$ cat config.mk
export PLATFORM = sky130hd
export DESIGN_NAME = json_string_unescape_top_flat
export DESIGN_NICKNAME = d
export VERILOG_FILES = /design/src/rtl/jsu_pkg.sv /design/src/rtl/jsu_if.sv /design/src/rtl/jsu_decode.sv /design/src/rtl/jsu_emit.sv /design/src/rtl/json_string_unescape_top.sv /design/src/flat_wrapper.sv
export VERILOG_INCLUDE_DIRS = /design/src /design/src/rtl
export SDC_FILE = /design/constraint.sdc
export NUM_CORES = 1
export LEC_CHECK = 0
export ABC_AREA = 1
export BUFFER_PORTS_ARGS = -buffer_cell sky130_fd_sc_hd__buf_2
export CORE_MARGIN = 1.5
export CORE_UTILIZATION = 25
export DETAILED_ROUTE_END_ITERATION = 16
export GPL_TIMING_DRIVEN = 0
export PLACE_DENSITY = 0.51
export SLEW_MARGIN = 20
export SYNTH_ARGS = -nofsm -noshare
export SYNTH_HDL_FRONTEND = slang
export SYNTH_SLANG_ARGS = --single-unit
export TNS_END_PERCENT = 50
$ cat constraint.sdc
create_clock -name i_clk -period 4.7 [get_ports i_clk]
set_input_delay 0.235 -clock i_clk [delete_from_list [all_inputs] [get_ports i_clk]]
set_output_delay 0.235 -clock i_clk [all_outputs]
set_load 0.01 [all_outputs]
$ cat src/rtl/json_string_unescape_top_defines.svh
// Assertion macros for the checks in the top-level design file.
`ifndef JSON_STRING_UNESCAPE_TOP_DEFINES_SVH
`define JSON_STRING_UNESCAPE_TOP_DEFINES_SVH

// Same-cycle implication, disabled while reset is asserted.
`define JSU_ASSERT_NOW(lbl, clk, rst_n, ante, cons) \
    lbl: assert property (@(posedge clk) disable iff (!(rst_n)) (ante) |-> (cons)) \
        else $error("jsu: same-cycle check failed");

// Next-cycle implication, disabled while reset is asserted.
`define JSU_ASSERT_NEXT(lbl, clk, rst_n, ante, cons) \
    lbl: assert property (@(posedge clk) disable iff (!(rst_n)) (ante) |=> (cons)) \
        else $error("jsu: next-cycle check failed");

`endif

$ cat src/rtl/jsu_pkg.sv
package jsu_pkg;

    typedef enum logic [2:0] {
        ST_BUSY   = 3'd0,
        ST_DONE   = 3'd1,
        ST_UNTERM = 3'd2,
        ST_BADESC = 3'd3,
        ST_SHORT  = 3'd4,
        ST_BADHEX = 3'd5,
        ST_CTRL   = 3'd6
    } t_status;

    // Results caused by one input item: up to three decoded bytes.
    typedef struct packed {
        logic [2:0][7:0] bytes;
        logic [1:0]      nbytes;
        t_status         st;
    } t_run;

endpackage

$ cat src/rtl/jsu_if.sv
interface jsu_in_if;
    logic       valid;
    logic       ready;
    logic [7:0] in_byte;
    logic       end_of_text;

    modport source (output valid, output in_byte, output end_of_text, input ready);
    modport sink   (input valid, input in_byte, input end_of_text, output ready);
endinterface

interface jsu_out_if;
    logic       valid;
    logic       ready;
    logic [7:0] out_byte;
    logic       byte_valid;
    logic [2:0] status;
    logic       last_of_run;

    modport source (output valid, output out_byte, output byte_valid, output status,
                    output last_of_run, input ready);
    modport sink   (input valid, input out_byte, input byte_valid, input status,
                    input last_of_run, output ready);
endinterface

$ cat src/rtl/jsu_decode.sv
module jsu_decode (
    input  logic          i_clk,
    input  logic          i_rst_n,
    input  logic          i_adv,
    input  logic [7:0]    i_byte,
    input  logic          i_eot,
    output jsu_pkg::t_run o_run
);

    typedef enum logic [3:0] {
        MODE_WAIT = 4'b0001,
        MODE_TEXT = 4'b0010,
        MODE_ESC  = 4'b0100,
        MODE_HEX  = 4'b1000
    } t_mode;

    localparam logic [7:0] CH_QUOTE = 8'h22;
    localparam logic [7:0] CH_BSL   = 8'h5C;
    localparam logic [7:0] CH_SLASH = 8'h2F;
    localparam logic [7:0] CH_B     = 8'h62;
    localparam logic [7:0] CH_F     = 8'h66;
    localparam logic [7:0] CH_N     = 8'h6E;
    localparam logic [7:0] CH_R     = 8'h72;
    localparam logic [7:0] CH_T     = 8'h74;
    localparam logic [7:0] CH_U     = 8'h75;
    localparam logic [7:0] CH_SPACE = 8'h20;

    t_mode       r_mode,    n_mode;
    logic [15:0] r_hex_val, n_hex_val;
    logic [1:0]  r_hex_cnt, n_hex_cnt;
    logic        r_hex_bad, n_hex_bad;

    logic        dig_ok;
    logic [3:0]  dig;
    logic [15:0] cp;
    jsu_pkg::t_run run;

    always_comb begin
        dig_ok = 1'b1;
        dig    = 4'h0;
        if (i_byte inside {[8'h30:8'h39]}) begin
            dig = i_byte[3:0];
        end else if (i_byte inside {[8'h41:8'h46], [8'h61:8'h66]}) begin
            dig = i_byte[3:0] + 4'd9;
        end else begin
            dig_ok = 1'b0;
        end
    end

    assign cp = {r_hex_val[11:0], dig};

    always_comb begin
        n_mode    = r_mode;
        n_hex_val = r_hex_val;
        n_hex_cnt = r_hex_cnt;
        n_hex_bad = r_hex_bad;
        run        = '0;
        run.st     = jsu_pkg::ST_BUSY;

        case (r_mode)
            MODE_TEXT: begin
                if (i_byte == CH_QUOTE) begin
                    run.st = jsu_pkg::ST_DONE;
                end else if (i_byte == CH_BSL) begin
                    if (i_eot) run.st = jsu_pkg::ST_UNTERM;
                    else       n_mode = MODE_ESC;
                end else if (i_byte < CH_SPACE) begin
                    run.st = jsu_pkg::ST_CTRL;
                end else begin
                    run.bytes[0] = i_byte;
                    run.nbytes   = 2'd1;
                    if (i_eot) run.st = jsu_pkg::ST_UNTERM;
                end
            end
            MODE_ESC: begin
                case (i_byte)
                    CH_QUOTE, CH_BSL, CH_SLASH: begin
                        run.bytes[0] = i_byte;
                        run.nbytes   = 2'd1;
                    end
                    CH_B: begin run.bytes[0] = 8'h08; run.nbytes = 2'd1; end
                    CH_F: begin run.bytes[0] = 8'h0C; run.nbytes = 2'd1; end
                    CH_N: begin run.bytes[0] = 8'h0A; run.nbytes = 2'd1; end
                    CH_R: begin run.bytes[0] = 8'h0D; run.nbytes = 2'd1; end
                    CH_T: begin run.bytes[0] = 8'h09; run.nbytes = 2'd1; end
                    CH_U: begin
                        if (i_eot) begin
                            run.st = jsu_pkg::ST_SHORT;
                        end else begin
                            n_hex_val = '0;
                            n_hex_cnt = '0;
                            n_hex_bad = 1'b0;
                            n_mode    = MODE_HEX;
                        end
                    end
                    default: run.st = jsu_pkg::ST_BADESC;
                endcase
                if (run.nbytes != 2'd0) begin
                    n_mode = MODE_TEXT;
                    if (i_eot) run.st = jsu_pkg::ST_UNTERM;
                end
            end
            MODE_HEX: begin
                n_hex_val = cp;
                n_hex_bad = r_hex_bad | ~dig_ok;
                if (r_hex_cnt == 2'd3) begin
                    if (n_hex_bad) begin
                        run.st = jsu_pkg::ST_BADHEX;
                    end else begin
                        if (cp < 16'h0080) begin
                            run.bytes[0] = cp[7:0];
                            run.nbytes   = 2'd1;
                        end else if (cp < 16'h0800) begin
                            run.bytes[0] = {3'b110, cp[10:6]};
                            run.bytes[1] = {2'b10, cp[5:0]};
                            run.nbytes   = 2'd2;
                        end else begin
                            run.bytes[0] = {4'b1110, cp[15:12]};
                            run.bytes[1] = {2'b10, cp[11:6]};
                            run.bytes[2] = {2'b10, cp[5:0]};
                            run.nbytes   = 2'd3;
                        end
                        if (i_eot) run.st = jsu_pkg::ST_UNTERM;
                    end
                    n_hex_val = '0;
                    n_hex_cnt = '0;
                    n_hex_bad = 1'b0;
                    n_mode    = MODE_TEXT;
                end else begin
                    n_hex_cnt = r_hex_cnt + 2'd1;
                    if (i_eot) run.st = jsu_pkg::ST_SHORT;
                end
            end
            default: begin
                // opening quote: dropped unchecked
                if (i_eot) run.st = jsu_pkg::ST_UNTERM;
                else       n_mode = MODE_TEXT;
            end
        endcase

        if (run.st != jsu_pkg::ST_BUSY) begin
            n_mode    = MODE_WAIT;
            n_hex_val = '0;
            n_hex_cnt = '0;
            n_hex_bad = 1'b0;
        end
    end

    always_ff @(posedge i_clk) begin
        if (!i_rst_n) begin
            r_mode    <= MODE_WAIT;
            r_hex_val <= '0;
            r_hex_cnt <= '0;
            r_hex_bad <= 1'b0;
        end else if (i_adv) begin
            r_mode    <= n_mode;
            r_hex_val <= n_hex_val;
            r_hex_cnt <= n_hex_cnt;
            r_hex_bad <= n_hex_bad;
        end
    end

    assign o_run = run;

endmodule

$ cat src/rtl/jsu_emit.sv
module jsu_emit (
    input  logic          i_clk,
    input  logic          i_rst_n,
    input  logic          i_load,
    input  jsu_pkg::t_run i_run,
    output logic          o_free,
    jsu_out_if.source     o_out
);

    jsu_pkg::t_run r_run;
    logic          r_full;
    logic [1:0]    r_idx;
    logic [1:0]    n_idx;
    logic          has_byte;
    logic          last;
    logic          take;
    logic [7:0]    sel_byte;

    assign has_byte = (r_idx < r_run.nbytes);
    // a run with no decoded byte still gives one result
    assign last     = (r_run.nbytes == 2'd0) || (r_idx == r_run.nbytes - 2'd1);
    assign take     = r_full && o_out.ready;
    assign o_free   = !r_full || (take && last);
    assign n_idx    = r_idx + 2'd1;

    always_comb begin
        case (r_idx)
            2'd0:    sel_byte = r_run.bytes[0];
            2'd1:    sel_byte = r_run.bytes[1];
            2'd2:    sel_byte = r_run.bytes[2];
            default: sel_byte = 8'h00;
        endcase
    end

    always_ff @(posedge i_clk) begin
        if (!i_rst_n) begin
            r_full <= 1'b0;
            r_idx  <= '0;
        end else if (i_load && o_free) begin
            r_full <= 1'b1;
            r_idx  <= '0;
        end else if (take) begin
            if (last) r_full <= 1'b0;
            else      r_idx  <= n_idx;
        end
    end

    always_ff @(posedge i_clk) begin
        if (i_load && o_free) r_run <= i_run;
    end

    assign o_out.valid       = r_full;
    assign o_out.out_byte    = has_byte ? sel_byte : 8'h00;
    assign o_out.byte_valid  = has_byte;
    assign o_out.status      = last ? r_run.st : jsu_pkg::ST_BUSY;
    assign o_out.last_of_run = last;

endmodule

$ cat src/rtl/json_string_unescape_top.sv
// JSON string unescaper.
// i_in takes the raw bytes of a string literal, one item per byte, with
// end_of_text set on the final byte of the text. The first byte is the
// opening quote. o_out gives one item per decoded UTF-8 byte (1 to 3 per
// input byte) or a single item with byte_valid low when the byte decodes
// to nothing; last_of_run marks the final item for each input byte and
// carries the status (done, unterminated or one of the error codes).
// After any nonzero status the next byte opens a new string.
// An accepted input byte passes through the input register, then the
// result register, before it reaches the output. Throughput: one input
// byte per cycle while each decodes to at most one byte and o_out.ready
// is high; a \u escape that gives 2 or 3 bytes holds the input until the
// result register, which hands out one byte per cycle, has sent them all.
// Reset (synchronous, active low) empties both registers and returns the
// decoder to waiting for an opening quote. When o_out.ready is low the
// result register holds its item; an empty input register takes one more
// input byte, then i_in.ready drops until the output drains.
`include "json_string_unescape_top_defines.svh"

module json_string_unescape_top (
    input  logic       i_clk,
    input  logic       i_rst_n,
    jsu_in_if.sink     i_in,
    jsu_out_if.source  o_out
);

    logic          r_in_valid;
    logic [7:0]    r_in_byte;
    logic          r_in_eot;
    logic          emit_free;
    logic          adv;
    jsu_pkg::t_run run;

    assign adv         = r_in_valid && emit_free;
    assign i_in.ready  = !r_in_valid || emit_free;

    always_ff @(posedge i_clk) begin
        if (!i_rst_n) begin
            r_in_valid <= 1'b0;
        end else if (i_in.ready) begin
            r_in_valid <= i_in.valid;
        end
    end

    always_ff @(posedge i_clk) begin
        if (i_in.valid && i_in.ready) begin
            r_in_byte <= i_in.in_byte;
            r_in_eot  <= i_in.end_of_text;
        end
    end

    jsu_decode u_decode (
        .i_clk   (i_clk),
        .i_rst_n (i_rst_n),
        .i_adv   (adv),
        .i_byte  (r_in_byte),
        .i_eot   (r_in_eot),
        .o_run   (run)
    );

    jsu_emit u_emit (
        .i_clk   (i_clk),
        .i_rst_n (i_rst_n),
        .i_load  (adv),
        .i_run   (run),
        .o_free  (emit_free),
        .o_out   (o_out)
    );

    `JSU_ASSERT_NOW(a_status_on_last, i_clk, i_rst_n,
        o_out.valid && (o_out.status != jsu_pkg::ST_BUSY), o_out.last_of_run)
    `JSU_ASSERT_NOW(a_empty_run_single, i_clk, i_rst_n,
        o_out.valid && !o_out.byte_valid, o_out.last_of_run)
    `JSU_ASSERT_NEXT(a_accept_fills_input, i_clk, i_rst_n,
        i_in.valid && i_in.ready, r_in_valid)
    `JSU_ASSERT_NEXT(a_advance_fills_output, i_clk, i_rst_n,
        adv, o_out.valid)

endmodule

$ cat src/flat_wrapper.sv
// flat-port wrapper written by rule: the top's interface ports become plain ports
module json_string_unescape_top_flat 
  (i_clk, i_rst_n, i_in_valid, i_in_in_byte, i_in_end_of_text, i_in_ready, o_out_valid, o_out_out_byte, o_out_byte_valid, o_out_status, o_out_last_of_run, o_out_ready);
  jsu_in_if i_in_i ();
  jsu_out_if o_out_i ();
  input  logic i_clk;
  input  logic i_rst_n;
  input wire logic [$bits(i_in_i.valid)-1:0] i_in_valid;
  input wire logic [$bits(i_in_i.in_byte)-1:0] i_in_in_byte;
  input wire logic [$bits(i_in_i.end_of_text)-1:0] i_in_end_of_text;
  output wire logic [$bits(i_in_i.ready)-1:0] i_in_ready;
  output wire logic [$bits(o_out_i.valid)-1:0] o_out_valid;
  output wire logic [$bits(o_out_i.out_byte)-1:0] o_out_out_byte;
  output wire logic [$bits(o_out_i.byte_valid)-1:0] o_out_byte_valid;
  output wire logic [$bits(o_out_i.status)-1:0] o_out_status;
  output wire logic [$bits(o_out_i.last_of_run)-1:0] o_out_last_of_run;
  input wire logic [$bits(o_out_i.ready)-1:0] o_out_ready;
  assign i_in_i.valid = i_in_valid;
  assign i_in_i.in_byte = i_in_in_byte;
  assign i_in_i.end_of_text = i_in_end_of_text;
  assign i_in_ready = i_in_i.ready;
  assign o_out_valid = o_out_i.valid;
  assign o_out_out_byte = o_out_i.out_byte;
  assign o_out_byte_valid = o_out_i.byte_valid;
  assign o_out_status = o_out_i.status;
  assign o_out_last_of_run = o_out_i.last_of_run;
  assign o_out_i.ready = o_out_ready;
  json_string_unescape_top u_core (.i_clk(i_clk), .i_rst_n(i_rst_n), .i_in(i_in_i), .o_out(o_out_i));
endmodule
# ---- Word-level counts from Yosys, hierarchy flattened
# Index checks and enable logic that the tools add are counted.
dict set report word_totals {
  register_bits 61
  input_bits 13
  out_inout_bits 15
  word_cells 147
}
dict set report op_classes {
  add_sub_neg 4
  n_lt_le_gt_ge 10
  n_eq_ne 25
  n_mux 57
  n_bitwise 6
  reduce_logical 30
}
# operator n
set op_table {}
lappend op_table {{$mux 10} 7}
lappend op_table {{$pmux 10 s6} 1}
lappend op_table {{$eq 8x7->1 const B} 7}
lappend op_table {{$mux 12} 4}
lappend op_table {{$mux 4} 11}
lappend op_table {{$pmux 10 s3} 1}
lappend op_table {{$mux 3} 9}
lappend op_table {{$pmux 12 s2} 1}
lappend op_table {{$pmux 8 s3} 1}
lappend op_table {{$eq 8x6->1 const B} 2}
lappend op_table {{$ge 8x7->1 const B} 2}
lappend op_table {{$le 8x7->1 const B} 2}
lappend op_table {{$lt 16x12->1 const B} 1}
lappend op_table {{$lt 16x8->1 const B} 1}
lappend op_table {{$mux 16} 1}
lappend op_table {{$mux 8} 2}
lappend op_table {{$ne 3x3->1 const B} 5}
lappend op_table {{$pmux 4 s3} 1}
lappend op_table {{$mux 2} 5}
lappend op_table {{$mux 1} 9}
lappend op_table {{$pmux 3 s3} 1}
lappend op_table {{$ge 8x6->1 const B} 1}
lappend op_table {{$le 8x6->1 const B} 1}
lappend op_table {{$logic_and 1x1->1} 8}
lappend op_table {{32 further kinds} 48}

# ---- Depth between registers and ports, before layout
dict set report logic_depth {
  ltp_word 13
  depth_mapped 20
  depth_no_buf 19
}

# ---- Cells and area by module
# From an unflattened synthesis, not the netlist that was laid out.
dict set report hier_totals {
  hier_cells 465
  hier_area_um2 3657.3
}
# module instances cells_per_inst area_per_inst_um2 seq_area_each_um2
set modules_own_cells {}
lappend modules_own_cells {jsu_decode 1 328 1951.9 380.4}
lappend modules_own_cells {jsu_emit 1 119 1376.3 930.9}
lappend modules_own_cells {json_string_unescape_top 1 18 329.1 290.3}

# ---- Least setup slack after synthesis
# Ideal clock, no wire load.
dict set report synth_timing {
  path_kind {flip-flop to flip-flop}
  start {register u_core.u_emit.r_idx[0]}
  end {register u_core.u_emit.r_run[0] (netlist name), enable pin}
  setup_time_ns 0.374
  arrival_ns 1.765
  required_ns 4.326
  setup_slack_ns 2.560
  path_stages_with_launch 11
  path_buffers 1
  period_less_slack_ns 2.140
  cell_sequence {dfxtp_1 -> inv_1 -> ha_1 -> nor2_1 -> nand2_1 -> nand2_1 -> nand2_1 -> nand2_1 -> nand2_1 -> clkinv_1 -> buf_2}
}
dict set report synth_via {
  elab_chain_cells 6
}
# element line_no
set synth_rtl {}
lappend synth_rtl {{start, declared} jsu_emit.sv:12} ;# logic [1:0] r_idx;
lappend synth_rtl {{start signal, assigned} jsu_emit.sv:44} ;# else r_idx <= n_idx;
lappend synth_rtl {{$eq 2x2->1 *} jsu_emit.sv:21} ;# assign last = (r_run.nbytes == 2'd0) || (r_idx == r_run.nbytes - 2'd1);
lappend synth_rtl {{$logic_or 1x1->1 *} jsu_emit.sv:21}
lappend synth_rtl {{named net o_out_last_of_run} flat_wrapper.sv:16} ;# output wire logic [$bits(o_out_i.last_of_run)-1:0] o_out_last_of_run;
lappend synth_rtl {{$logic_and 1x1->1 *} jsu_emit.sv:23} ;# assign o_free = !r_full || (take && last);
lappend synth_rtl {{$logic_or 1x1->1 *} jsu_emit.sv:23}
lappend synth_rtl {{$logic_and 1x1->1} json_string_unescape_top.sv:34} ;# assign adv = r_in_valid && emit_free;
lappend synth_rtl {{$logic_and 1x1->1 *} jsu_emit.sv:49} ;# if (i_load && o_free) r_run <= i_run;
lappend synth_rtl {{end signal, assigned} jsu_emit.sv:49}
lappend synth_rtl {{end, declared} jsu_emit.sv:10} ;# jsu_pkg::t_run r_run;
# The timed path passes the listed nets; every way through them passes the cells marked *.
# A chain may end at the register's enable or synchronous reset.

==> flow_summary.html <==
<table>
<tr><th>Metric</th><th>Value</th></tr>
<tr><th colspan="2">Logic synthesis</th></tr>
<tr><td>Post-synthesis average cell area</td><td>7.89 um2</td></tr>
<tr><td>Register bit total from synthesis</td><td>59</td></tr>
<tr><td>Synthesized netlist cell count</td><td>446</td></tr>
<tr><td>Proportion of synthesized chip area in sequential cells</td><td>43.8%</td></tr>
<tr><td>Synth Flop Type</td><td>sky130_fd_sc_hd__edfxtp_1</td></tr>
<tr><td>Synth Cell Area</td><td>3520 um2</td></tr>
<tr><td>Ys async rst share</td><td>0%</td></tr>
<tr><td>Main area contributors after synthesis</td><td>sky130_fd_sc_hd__edfxtp_1 31%, sky130_fd_sc_hd__dfxtp_1 13%, sky130_fd_sc_hd__nand2_1 8.7%</td></tr>
<tr><td>Post-synth EDFFs</td><td>36</td></tr>
<tr><td>Synth warnings</td><td>0</td></tr>
<tr><td>Nets in the synthesized netlist</td><td>471</td></tr>
<tr><td>Cell type with the highest aggregate area in the netlist</td><td>sky130_fd_sc_hd__edfxtp_1</td></tr>
<tr><td>Number of distinct library cells after synthesis</td><td>39</td></tr>
<tr><td>Fraction of post-synthesis cell area in the top cell type by area</td><td>30.7%</td></tr>
<tr><th colspan="2">Worst setup path</th></tr>
<tr><td>Crit path max fanout</td><td>10</td></tr>
<tr><td>R2r endpoint</td><td>u_core.u_decode.r_hex_val[5]</td></tr>
<tr><td>Worst endpoint data arrival time</td><td>2.89 ns</td></tr>
<tr><td>Number of cell instances on the worst register-to-register path</td><td>16</td></tr>
<tr><td>Reg-to-Reg Start</td><td>u_core.r_in_byte[0]</td></tr>
<tr><td>Startpoint types</td><td>flop</td></tr>
<tr><td>Capturing element type of the critical path</td><td>flop</td></tr>
<tr><td>CP endpoint</td><td>u_core.u_decode.r_hex_val[5]</td></tr>
<tr><td>Category of the critical setup timing path</td><td>flop to flop</td></tr>
<tr><td>CP required</td><td>4.96 ns</td></tr>
<tr><td>Setup slack, reg-to-reg</td><td>2.06 ns</td></tr>
<tr><td>Worst setup startpoint</td><td>u_core.r_in_byte[0]</td></tr>
<tr><th colspan="2">Cells and area</th></tr>
<tr><td>Net count of the finished layout</td><td>509</td></tr>
<tr><td>Final standard cell utilization of the core</td><td>30.1%</td></tr>
<tr><td>FILL cells</td><td>1,471</td></tr>
<tr><td>Fin cells</td><td>669</td></tr>
<tr><td>Post-Layout Inst Area</td><td>4170 um2</td></tr>
<tr><td>Layout overhead on the synthesized area</td><td>18.4%</td></tr>
<tr><td>Number of diodes</td><td>0</td></tr>
<tr><td>Footprint of the flip-flops and latches</td><td>1540 um2</td></tr>
<tr><td>Share of layout cells above drive strength 1</td><td>16.2%</td></tr>
<tr><td>Multi-input logic area</td><td>1650 um2</td></tr>
<tr><th colspan="2">Clock network</th></tr>
<tr><td>TritonCTS Sinks</td><td>59</td></tr>
<tr><td>Post-CTS sizing</td><td>0</td></tr>
<tr><td>Buffers inserted by post-CTS timing repair</td><td>0</td></tr>
<tr><td>Count of hold buffers inserted by post-cts repair</td><td>0</td></tr>
<tr><td>Number of buffers added by the clock tree synthesis step</td><td>9</td></tr>
<tr><td>Source-to-sink clock delay at the later pin of the worst-skew pair</td><td>0.33 ns</td></tr>
<tr><td>Clock Root Buffer</td><td>sky130_fd_sc_hd__clkbuf_16</td></tr>
<tr><td>Reg clk slew, reported paths</td><td>0.05 ns</td></tr>
<tr><td>H-tree depth</td><td>3</td></tr>
<tr><td>Maximum clock insertion buffer count</td><td>2</td></tr>
<tr><td>CTS tree</td><td>done</td></tr>
<tr><th colspan="2">GRT</th></tr>
<tr><td>GRT Total Usage</td><td>14.1%</td></tr>
<tr><td>Largest net degree at the start of global routing</td><td>37</td></tr>
<tr><td>Wire length of the first global-routing pass</td><td>15.7 mm</td></tr>
<tr><td>Via count of the first global-routing pass</td><td>3,010</td></tr>
<tr><td>Initial antenna violation count</td><td>0</td></tr>
<tr><td>Overflow after GRT</td><td>0</td></tr>
<tr><th colspan="2">Timing</th></tr>
<tr><td>Final Max Tran Viols</td><td>0</td></tr>
<tr><td>Clk_skew</td><td>0.00768 ns</td></tr>
<tr><td>Setup tns final</td><td>0 ns</td></tr>
<tr><td>Transition time of the tightest slew-check pin</td><td>0.959 ns</td></tr>
<tr><td>Crit path setup slack, layout</td><td>2.06 ns</td></tr>
<tr><td>Max Clk Rate</td><td>379 MHz</td></tr>
<tr><td>Fin crit period</td><td>2.64 ns</td></tr>
<tr><td>Worst Hold Margin</td><td>0.0819 ns</td></tr>
<tr><td>Hold violation total from the final report</td><td>0</td></tr>
<tr><td>RSZ-0062 raised after global routing</td><td>false</td></tr>
<tr><td>Final setup viols</td><td>0</td></tr>
<tr><td>Worst-case headroom to the max-slew limit</td><td>36.0%</td></tr>
<tr><td>Share of the clock period used by the worst path</td><td>56.1%</td></tr>
<tr><th colspan="2">Die</th></tr>
<tr><td>Initial Utilization</td><td>25.5%</td></tr>
<tr><td>DIE AREA</td><td>14,800 um2</td></tr>
<tr><td>Total core area</td><td>13,800 um2</td></tr>
<tr><td>Num ports</td><td>28</td></tr>
<tr><td>Number of cell rows</td><td>43</td></tr>
<tr><td>Die width</td><td>122 um</td></tr>
<tr><td>Floorplan die height</td><td>122 um</td></tr>
<tr><th colspan="2">Route</th></tr>
<tr><td>Routed vias/inst</td><td>4.66</td></tr>
<tr><td>Iteration count of the initial detailed-routing pass</td><td>4</td></tr>
<tr><td>Total via count in the routed design</td><td>3,120</td></tr>
<tr><td>Wirelength per Cell</td><td>14.3 um</td></tr>
<tr><td>Starting DRC count in detailed routing</td><td>260</td></tr>
<tr><td>Remaining routing DRC violations</td><td>0</td></tr>
<tr><td>Post-Route WL</td><td>9.54 mm</td></tr>
<tr><td>Antenna Violating Nets Remaining</td><td>0</td></tr>
<tr><th colspan="2">Power</th></tr>
<tr><td>Final Power</td><td>1.31 mW</td></tr>
<tr><td>Power per cell area</td><td>313 nW/um2</td></tr>
<tr><td>Worst voltage drop across the vdd grid</td><td>0.000155 V</td></tr>
<tr><td>Static leakage</td><td>1.68 nW</td></tr>
<tr><th colspan="2">Place</th></tr>
<tr><td>Setup Slack @ Placement</td><td>2.09 ns</td></tr>
<tr><td>Port Buf Inserts</td><td>27</td></tr>
<tr><td>DP HPWL</td><td>7.32 mm</td></tr>
<tr><td>DP Cell Count</td><td>653</td></tr>
<tr><td>Placement Cell Area</td><td>3880 um2</td></tr>
<tr><td>Final weighted congestion in routability-driven placement</td><td>0.870</td></tr>
<tr><th colspan="2">Job</th></tr>
<tr><td>Number of max-capacitance violations reported</td><td>0</td></tr>
<tr><th colspan="2">Status</th></tr>
<tr><td>Status</td><td>completed</td></tr>
<tr><th colspan="2">Min path</th></tr>
<tr><td>Min-delay worst type</td><td>input pin to flop</td></tr>
</table>
-- layer usage --
layer	up-vias	global-route usage, %	share of wire (%)
li1	1597	-	-
met1	1425	18.5	47
met2	84	22.1	46
met3	14	2.95	5.6
met4	0	6.47	2.0
met5	-	0	0
-- layout make-up --
cell class | instances | share of cell area (%)
buffer | 14 | 2.07
clock buffer | 11 | 5.59
clock inverter | 5 | 1.29
inverter | 65 | 5.86
multi-input combinational | 308 | 39.5
sequential | 59 | 37.0
tap | 180 | 5.41
timing repair buffer | 27 | 3.24
-- power breakdown --
| part | switching [mW] | internal (mW) |
|---|---|---|
| Combinational | 0.0631 | 0.0295 |
| Sequential | 0.0107 | 0.565 |
| Clock | 0.231 | 0.407 |
| Total | 0.304 | 1.00 |
-- worst min path at each step --
stage,from,endpoint,slack [ns],cells past startpoint
2_1_floorplan,i_rst_n,u_core.u_decode.r_mode[0],0.32,1
3_3_place_gp,i_in_in_byte[1],u_core.r_in_byte[1],0.41,1
3_5_place_dp,i_in_in_byte[3],u_core.r_in_byte[3],0.41,1
4_1_cts,i_in_in_byte[3],u_core.r_in_byte[3],0.07,1
5_1_grt,i_in_in_byte[3],u_core.r_in_byte[3],0.07,1
6_report,i_in_in_byte[3],u_core.r_in_byte[3],0.08,1
-- flip-flops by register name, summed over array words and instances, names as in the netlist --
| signal | flops |
|---|---|
| u_core.u_emit.r_run | 27 |
| u_core.u_decode.r_hex_val | 12 |
| u_core.r_in_byte | 8 |
| u_core.u_decode.r_mode | 4 |
| u_core.u_decode.r_hex_cnt | 2 |
| u_core.u_emit.r_idx | 2 |
| u_core.r_in_eot | 1 |
| u_core.r_in_valid | 1 |
| u_core.u_decode.r_hex_bad | 1 |
| u_core.u_emit.o_out.valid | 1 |
-- critical path, stage by stage, from the launching register on --
cell and delay (ns):
sky130_fd_sc_hd__edfxtp_1 0.48, sky130_fd_sc_hd__inv_1 0.14, sky130_fd_sc_hd__ha_1 0.23, sky130_fd_sc_hd__inv_1 0.10, sky130_fd_sc_hd__nor2_1 0.06, sky130_fd_sc_hd__nand3b_1 0.13, sky130_fd_sc_hd__nand2_2 0.11, sky130_fd_sc_hd__nor2_4 0.16
sky130_fd_sc_hd__nand2_2 0.11, sky130_fd_sc_hd__nand2_2 0.11, sky130_fd_sc_hd__nand2_1 0.11, sky130_fd_sc_hd__nand2_1 0.09, sky130_fd_sc_hd__nand2_2 0.10, sky130_fd_sc_hd__nor2_4 0.20, sky130_fd_sc_hd__buf_6 0.16, sky130_fd_sc_hd__nand4_1 0.08
sky130_fd_sc_hd__a21oi_1 0.19
-- kinds of logic after synthesis --
| family | share of synthesized area, % |
|---|---|
| xor gates and xnor gates | 0.249 |
| adders and majority gates | 4.27 |
| buffers and inverters | 9.38 |
| DFF | 43.8 |
| and+or+nand+nor | 30.9 |
| AOI/OAI and AO/OA | 11.4 |
-- synthesized netlist by cell type (2+ instances only) --
| library cell | number |
|---|---|
| sky130_fd_sc_hd__a21oi_1 | 32 |
| sky130_fd_sc_hd__a31oi_1 | 7 |
| sky130_fd_sc_hd__and3_1 | 2 |
| sky130_fd_sc_hd__buf_2 | 6 |
| sky130_fd_sc_hd__buf_6 | 3 |
| sky130_fd_sc_hd__clkbuf_1 | 4 |
| sky130_fd_sc_hd__clkinv_1 | 3 |
| sky130_fd_sc_hd__dfxtp_1 | 23 |
| sky130_fd_sc_hd__edfxtp_1 | 36 |
| sky130_fd_sc_hd__ha_1 | 12 |
| sky130_fd_sc_hd__inv_1 | 59 |
| sky130_fd_sc_hd__inv_2 | 3 |
| sky130_fd_sc_hd__nand2_1 | 82 |
| sky130_fd_sc_hd__nand2_2 | 12 |
| sky130_fd_sc_hd__nand3_1 | 31 |
| sky130_fd_sc_hd__nand3_2 | 4 |
| sky130_fd_sc_hd__nand3b_1 | 2 |
| sky130_fd_sc_hd__nand4_1 | 20 |
| sky130_fd_sc_hd__nor2_1 | 46 |
| sky130_fd_sc_hd__nor2_2 | 3 |
| sky130_fd_sc_hd__nor2_4 | 3 |
| sky130_fd_sc_hd__nor3_1 | 16 |
| sky130_fd_sc_hd__o211ai_1 | 3 |
| sky130_fd_sc_hd__o21ai_0 | 17 |
| sky130_fd_sc_hd__o221ai_1 | 2 |
| sky130_fd_sc_hd__o22ai_1 | 2 |
-- placed cells by master, fill, tap and decap left out, types with 3 or more instances in the layout --
cell type | Yosys | final
sky130_fd_sc_hd__nor2_4 | 3 | 3
sky130_fd_sc_hd__a21oi_1 | 32 | 32
sky130_fd_sc_hd__edfxtp_1 | 36 | 36
sky130_fd_sc_hd__o21ai_0 | 17 | 17
sky130_fd_sc_hd__inv_2 | 3 | 3
sky130_fd_sc_hd__nand2_1 | 82 | 82
sky130_fd_sc_hd__nand4_1 | 20 | 20
sky130_fd_sc_hd__ha_1 | 12 | 12
sky130_fd_sc_hd__nand3_1 | 31 | 31
sky130_fd_sc_hd__buf_2 | 6 | 33
sky130_fd_sc_hd__clkinv_1 | 3 | 4
sky130_fd_sc_hd__nor2_1 | 46 | 46
sky130_fd_sc_hd__buf_6 | 3 | 3
sky130_fd_sc_hd__nor2_2 | 3 | 3
sky130_fd_sc_hd__clkbuf_16 | 0 | 9
sky130_fd_sc_hd__dfxtp_1 | 23 | 23
sky130_fd_sc_hd__o211ai_1 | 3 | 3
sky130_fd_sc_hd__clkbuf_1 | 4 | 6
sky130_fd_sc_hd__nor3_1 | 16 | 16
sky130_fd_sc_hd__nand2_2 | 12 | 12
sky130_fd_sc_hd__inv_1 | 59 | 59
sky130_fd_sc_hd__nand3_2 | 4 | 4
sky130_fd_sc_hd__a31oi_1 | 7 | 7
Power figures use the tool's default switching activity.
